$ cat src/hw/rtl/dmc_pkg.sv
// shared types, codes and constants for the maze carver
// no dependencies
`default_nettype none

package dmc_pkg;

    localparam int DEF_MAX_COLS = 64;
    localparam int DEF_MAX_ROWS = 64;
    localparam int COORD_LIMIT  = 64;

    localparam int COORD_W   = 6;
    localparam int SIZE_W    = 7;
    localparam int CMD_W     = 2;
    localparam int DIR_W     = 2;
    localparam int STATUS_W  = 3;
    localparam int DIRSET_W  = 4;
    localparam int CFG_IDX_W = 1;

    localparam logic [COORD_W-1:0]  START_POS = 6'd1;
    localparam logic [COORD_W-1:0]  STEP_LEN  = 6'd2;
    localparam logic [DIRSET_W-1:0] ALL_DIRS  = 4'd15;
    localparam logic [SIZE_W-1:0]   GRID_RESET = 7'd64;

    localparam logic [CMD_W-1:0] CMD_INIT = 2'd0;
    localparam logic [CMD_W-1:0] CMD_STEP = 2'd1;
    localparam logic [CMD_W-1:0] CMD_READ = 2'd2;

    localparam logic [DIR_W-1:0] DIR_RIGHT = 2'd0;
    localparam logic [DIR_W-1:0] DIR_DOWN  = 2'd1;
    localparam logic [DIR_W-1:0] DIR_LEFT  = 2'd2;
    localparam logic [DIR_W-1:0] DIR_UP    = 2'd3;
    localparam logic [DIR_W-1:0] DIR_FLIP  = 2'd2;

    localparam logic [STATUS_W-1:0] ST_INIT_DONE   = 3'd0;
    localparam logic [STATUS_W-1:0] ST_EXPLORED    = 3'd1;
    localparam logic [STATUS_W-1:0] ST_BLOCKED     = 3'd2;
    localparam logic [STATUS_W-1:0] ST_CARVED      = 3'd3;
    localparam logic [STATUS_W-1:0] ST_BACKTRACKED = 3'd4;
    localparam logic [STATUS_W-1:0] ST_FINISHED    = 3'd5;
    localparam logic [STATUS_W-1:0] ST_READ_DATA   = 3'd6;

    localparam logic [CFG_IDX_W-1:0] CFG_GRID_COLS = 1'd0;
    localparam logic [CFG_IDX_W-1:0] CFG_GRID_ROWS = 1'd1;

    typedef enum logic [2:0] {
        S_IDLE,
        S_INIT,
        S_STEP,
        S_READ,
        S_RESP
    } state_t;

    typedef struct packed {
        logic capture;
        logic init_write;
        logic eval_step;
        logic eval_read;
        logic load_out;
    } dp_cmd_t;

    typedef struct packed {
        logic sweep_last;
    } dp_stat_t;

endpackage

`default_nettype wire

$ cat src/hw/rtl/dmc_ctrl.sv
// sequencing state machine for the maze carver
// depends on dmc_pkg
`default_nettype none

module dmc_ctrl
    import dmc_pkg::*;
(
    input  wire logic             clk,
    input  wire logic             rst_n,
    input  wire logic             in_valid,
    output logic                  in_ready,
    input  wire logic [CMD_W-1:0] command,
    output logic                  out_valid,
    input  wire logic             out_ready,
    output dp_cmd_t               dp_cmd,
    input  wire dp_stat_t         dp_stat
);

    state_t state_reg;
    state_t state_next;
    logic   out_valid_reg;
    logic   out_valid_next;

    always_ff @(posedge clk or negedge rst_n)
    begin
        if (!rst_n)
        begin
            state_reg     <= S_IDLE;
            out_valid_reg <= 1'b0;
        end
        else
        begin
            state_reg     <= state_next;
            out_valid_reg <= out_valid_next;
        end
    end

    always_comb
    begin
        state_next = state_reg;
        in_ready   = 1'b0;
        dp_cmd     = '0;
        case (state_reg)
            S_IDLE:
            begin
                in_ready = 1'b1;
                if (in_valid)
                begin
                    dp_cmd.capture = 1'b1;
                    case (command)
                        CMD_INIT: state_next = S_INIT;
                        CMD_STEP: state_next = S_STEP;
                        CMD_READ: state_next = S_READ;
                        default:  state_next = S_IDLE;
                    endcase
                end
            end
            S_INIT:
            begin
                dp_cmd.init_write = 1'b1;
                if (dp_stat.sweep_last)
                begin
                    state_next = S_RESP;
                end
            end
            S_STEP:
            begin
                dp_cmd.eval_step = 1'b1;
                state_next       = S_RESP;
            end
            S_READ:
            begin
                dp_cmd.eval_read = 1'b1;
                state_next       = S_RESP;
            end
            S_RESP:
            begin
                if (!out_valid_reg || out_ready)
                begin
                    dp_cmd.load_out = 1'b1;
                    state_next      = S_IDLE;
                end
            end
            default:
            begin
                state_next = S_IDLE;
            end
        endcase
    end

    always_comb
    begin
        if (dp_cmd.load_out)
        begin
            out_valid_next = 1'b1;
        end
        else if (out_ready)
        begin
            out_valid_next = 1'b0;
        end
        else
        begin
            out_valid_next = out_valid_reg;
        end
    end

    assign out_valid = out_valid_reg;

endmodule

`default_nettype wire

$ cat config.mk
export PLATFORM = sky130hd
export DESIGN_NAME = dmc_ctrl
export DESIGN_NICKNAME = d
export VERILOG_FILES = /design/src/hw/rtl/dmc_pkg.sv /design/src/hw/rtl/dmc_ctrl.sv
export SDC_FILE = /design/constraint.sdc
export NUM_CORES = 1
export LEC_CHECK = 0
export BUFFER_PORTS_ARGS = -buffer_cell sky130_fd_sc_hd__buf_2
export CAP_MARGIN = 20
export CORE_AREA = 2 2 39 41
export CTS_BUF_LIST = sky130_fd_sc_hd__clkbuf_2
export CTS_CLUSTER_DIAMETER = 30
export DETAILED_ROUTE_END_ITERATION = 6
export DIE_AREA = 0 0 41 43
export HOLD_SLACK_MARGIN = 0.15
export PLACE_DENSITY = 0.38
export SLEW_MARGIN = 0
export SYNTH_ARGS = -nofsm -noshare
export SYNTH_HDL_FRONTEND = slang
export SYNTH_SLANG_ARGS = --single-unit
$ cat constraint.sdc
create_clock -name clk -period 2.4 [get_ports clk]
set_clock_uncertainty 0.2 [all_clocks]
set_input_delay 0.36 -clock clk [delete_from_list [all_inputs] [get_ports clk]]
set_output_delay 0.36 -clock clk [all_outputs]
set_load 0.05 [all_outputs]
After elaboration in Yosys (flattened, before gate mapping) --
Cells that the tools add are included. W data, S select, Z words.
Word-level totals: bits in registers 4, input bits 7, output and inout bits 7, logic and storage cells 33
Cells by class: equal/unequal tests 9, muxes and demuxes 15, reduce and logical (&&, ||, !) cells 7
Operators by type and width (number):
- $pmux W3 S4 | 1
- $mux W1 | 10
- $mux W3 | 3
- $eq A3 B2 Y1 const B | 2
- $ne A2 B2 Y1 const B | 3
- $pmux W2 S3 | 1
- $eq A3 B1 Y1 const B | 1
- $eq A3 B3 Y1 const B | 1
- $logic_not A3 Y1 | 1
- $reduce_and A3 Y1 | 1
- $eq A2 B1 Y1 const B | 1
- $eq A2 B2 Y1 const B | 1
- $logic_not A2 Y1 | 1
- $reduce_bool A2 Y1 | 1
- $reduce_or A2 Y1 | 1
- $logic_not A1 Y1 | 1
- $logic_or A1 B1 Y1 | 1

Longest topological paths before layout --
depth in word-level cells 5, mapped depth 4

Worst setup path after synthesis --
Ideal clock, no wire load.
kind register to output, start point register state_reg[2], end point output dp_cmd[4] in the netlist's numbering, data arrival time 2190 ps, data required time 1840 ps, slack -350 ps, stages on the path, launching flop included 3, path buffers 0, path through dfrtp_1 > nor3_1 > and2_1
RTL lines:
- from (decl) | RTL line dmc_ctrl.sv:19 | state_t state_reg;
- from (signal assigned) | RTL line dmc_ctrl.sv:33 | state_reg <= state_next;
- to (decl) | RTL line dmc_ctrl.sv:15 | output dp_cmd_t dp_cmd,

==> flow_metrics.tcl <==
set metrics [dict create \
    setup_viol 0 \
    wl_met1_um 181 \
    power_uw 374 \
    io_buffer_count 13 \
    diodes 0 \
    ys_ff_latch 4 \
    synth-edff-count 0 \
    grt_overflow_total 0 \
    synth_top_cell_by_area "dfrtp_1" \
    maxCapViolations 0 \
    slew_violations 0 \
    cts_sinks 4 \
    cts_setup_buffers 0 \
    root_buffer "clkbuf_2" \
    netlist.area_leader.share_pct 39.4 \
    routed_wl_um 478 \
    async_reset_ff_share_pct 100 \
    clk_path_buf_depth 2 \
    worstSetupStartpointType "flip-flop" \
    synthTopCellsByCount "dfrtp_1 (4), ha_1 (3), inv_1 (3), nor3b_1 (2)" \
    setup-tns-final_ns 0 \
    peakVddDrop_uv 162 \
    power_density_nw_per_um2 1040 \
    grt_pass1_vias 214 \
    critPathBufInv 1 \
    relSlewSlack_pct 83.0 \
    numCtsBuffers 3 \
    power_leakage_uw 0.000208 \
    dr.pass1.iters 1 \
    synthTopCellsByArea "dfrtp_1 (39%), ha_1 (15%), nor3b_1 (5.9%)" \
    ys_warn_count 0 \
    synth.distinct_cells 17 \
    routed-wl-met3_um 35 \
    synth_flop_cell "dfrtp_1" \
    track_usage_pct 6.76 \
    yosysMostFrequentCell "dfrtp_1" \
    critPathSlowestCell "or3b_1" \
    status "finished, final reports clean" \
    cpLargestDelayFamily "simple AND/OR/NAND/NOR gates" \
    antenna_found_initial 0 \
    grt_first_pass_wirelength_um 765 \
    post_cts_resized 0 \
    num_rows 14 \
    crit_path_max_incr_delay_ns 0.43 \
    end_kind "output pin" \
    crit_chain "or3b_1, nor2b_1, buf_2" \
    gp_congestion 0.660 \
    clk_latency_ns 0.20 \
    clk_pin_slew_ns 0.04 \
    io_pins 14 \
    drcViolationCount 0 \
    rsz0062_at_grt "false" \
    hold_buffers 1 \
    setup_ws_ns 0.418 \
    path_class "reg2out" \
    netlist_area_um2 254 \
    ant_nets 0 \
    num_vias 222 \
    wl_per_cell_um 8.39 \
    core_region_area_um2 1380 \
    initialDrtViolationCount 0 \
    tightest_slew_ns 0.256 \
    cts_tree "done" \
    initial_core_util_pct 18.4 \
    wl_met2_um 260 \
    synth_nets 35 \
    hold_viol 0 \
    fill_cells 165 \
    syn2layout_area_growth_pct 42.4 \
    period_minus_slack_ns 1.98 \
    grt_max_degree 7 \
    drive_gt1_share_pct 43.9 \
    design.die.area_um2 1760 \
    nets 53 \
    min_period_over_period_pct 82.6 \
    largest_reg_flops 3 \
    worstPathMaxFanout 6 \
    ys_seq_area_share_pct 39.4 \
    min_path_type "in2reg" \
    floorplan.die.width_um 41 \
    syn_avg_cell_area_um2 10.2 \
    viasPerCell 3.89 \
    die_h_um 43 \
    arrival_ns 1.42 \
    required_ns 1.84 \
    post-place-ws_ns 0.619 \
    cts_max_level 1 \
    hpwl_um 408 \
    synth_cells 25 \
    routed.top_layer "met3" \
    utilization_pct 26.1 \
    max_freq_mhz 505 \
]
-- power breakdown --
part	switching, µW	total [µW]	leakage [µW]	internal (µW)
combinational	154	209	0.000142	55.5
sequential	20.0	107	0.0000529	86.5
clock	24.8	58.4	0.0000125	33.5
total	199	374	0.000208	176
-- metrics by stage --
step / instance area, µm² / hold slack [ns] / std cells
6_report: 362 / 0.241 / 57
5_1_grt: 362 / 0.232 / 57
4_1_cts: 362 / 0.232 / 57
3_5_place_dp: 337 / -0.0332 / 53
3_3_place_gp: 337 / -0.0327 / 53
2_1_floorplan: 259 / -0.136 / 25
-- cells by family (layout without fill, tap and decap cells) --
family                   Yosys count  in the layout  synth area share (%)
AND/OR/NAND/NOR                   10             10                  26.1
adder cells (fa/ha/maj)            3              3                  14.8
buffers and inverters              4             20                  7.39
AO/OA/AOI/OAI                      4              4                  12.3
flip-flops                         4              4                  39.4
-- worst reg2reg max path: cells and delay by family, from the launching register on --
family	cells	cell delay, ns
AOI/OAI and AO/OA	1	0.16
DFF	1	0.41
and+or+nand+nor	1	0.43
-- cell type report --
| type | count | area [µm²] | area share [%] |
|---|---|---|---|
| well taps | 16 | 20.0 | 5.54 |
| inverters | 3 | 11.3 | 3.11 |
| multi-input cells | 17 | 140 | 38.8 |
| clock buffers | 3 | 15.0 | 4.15 |
| repair buffers | 14 | 75.1 | 20.8 |
| flip-flops and latches | 4 | 100 | 27.7 |
-- final timing paths --
| check | startpoint | endpoint | slack (ns) | depth (start not counted) |
|---|---|---|---|---|
| min in group asynchronous | rst_n | out_valid | 0.29 | 2 |
| worst min register to register | out_valid | out_valid | 0.32 | 2 |
| worst min-delay path | in_valid | state_reg[1] | 0.24 | 2 |
| worst max-delay path | state_reg[0] | dp_cmd[0] | 0.42 | 3 |
| worst max register to register | state_reg[0] | state_reg[2] | 1.11 | 2 |
| max in group asynchronous | rst_n | state_reg[1] | 1.59 | 2 |
-- metal layers --
metal  GRT usage (%)  up-vias
li1                -      117
met1            7.19       99
met2            9.38        6
met3            1.57        0
met4            8.00        0
met5               0        -
-- placed cells by master (no fill, tap or decap), drive strengths merged --
| cell type | n |
|---|---|
| ha | 3 |
| and3b | 1 |
| nand2 | 1 |
| nor3 | 1 |
| a21oi | 1 |
| dlygate4sd3 | 1 |
| o21ba | 1 |
| o22ai | 1 |
| nor3b | 2 |
| nand2b | 1 |
| inv | 3 |
| a32o | 1 |
| and2 | 1 |
| buf | 13 |
| dfrtp | 4 |
| or3b | 1 |
| and3 | 1 |
| clkbuf | 3 |
| nor2b | 1 |
(Power assumes the default switching activity.)
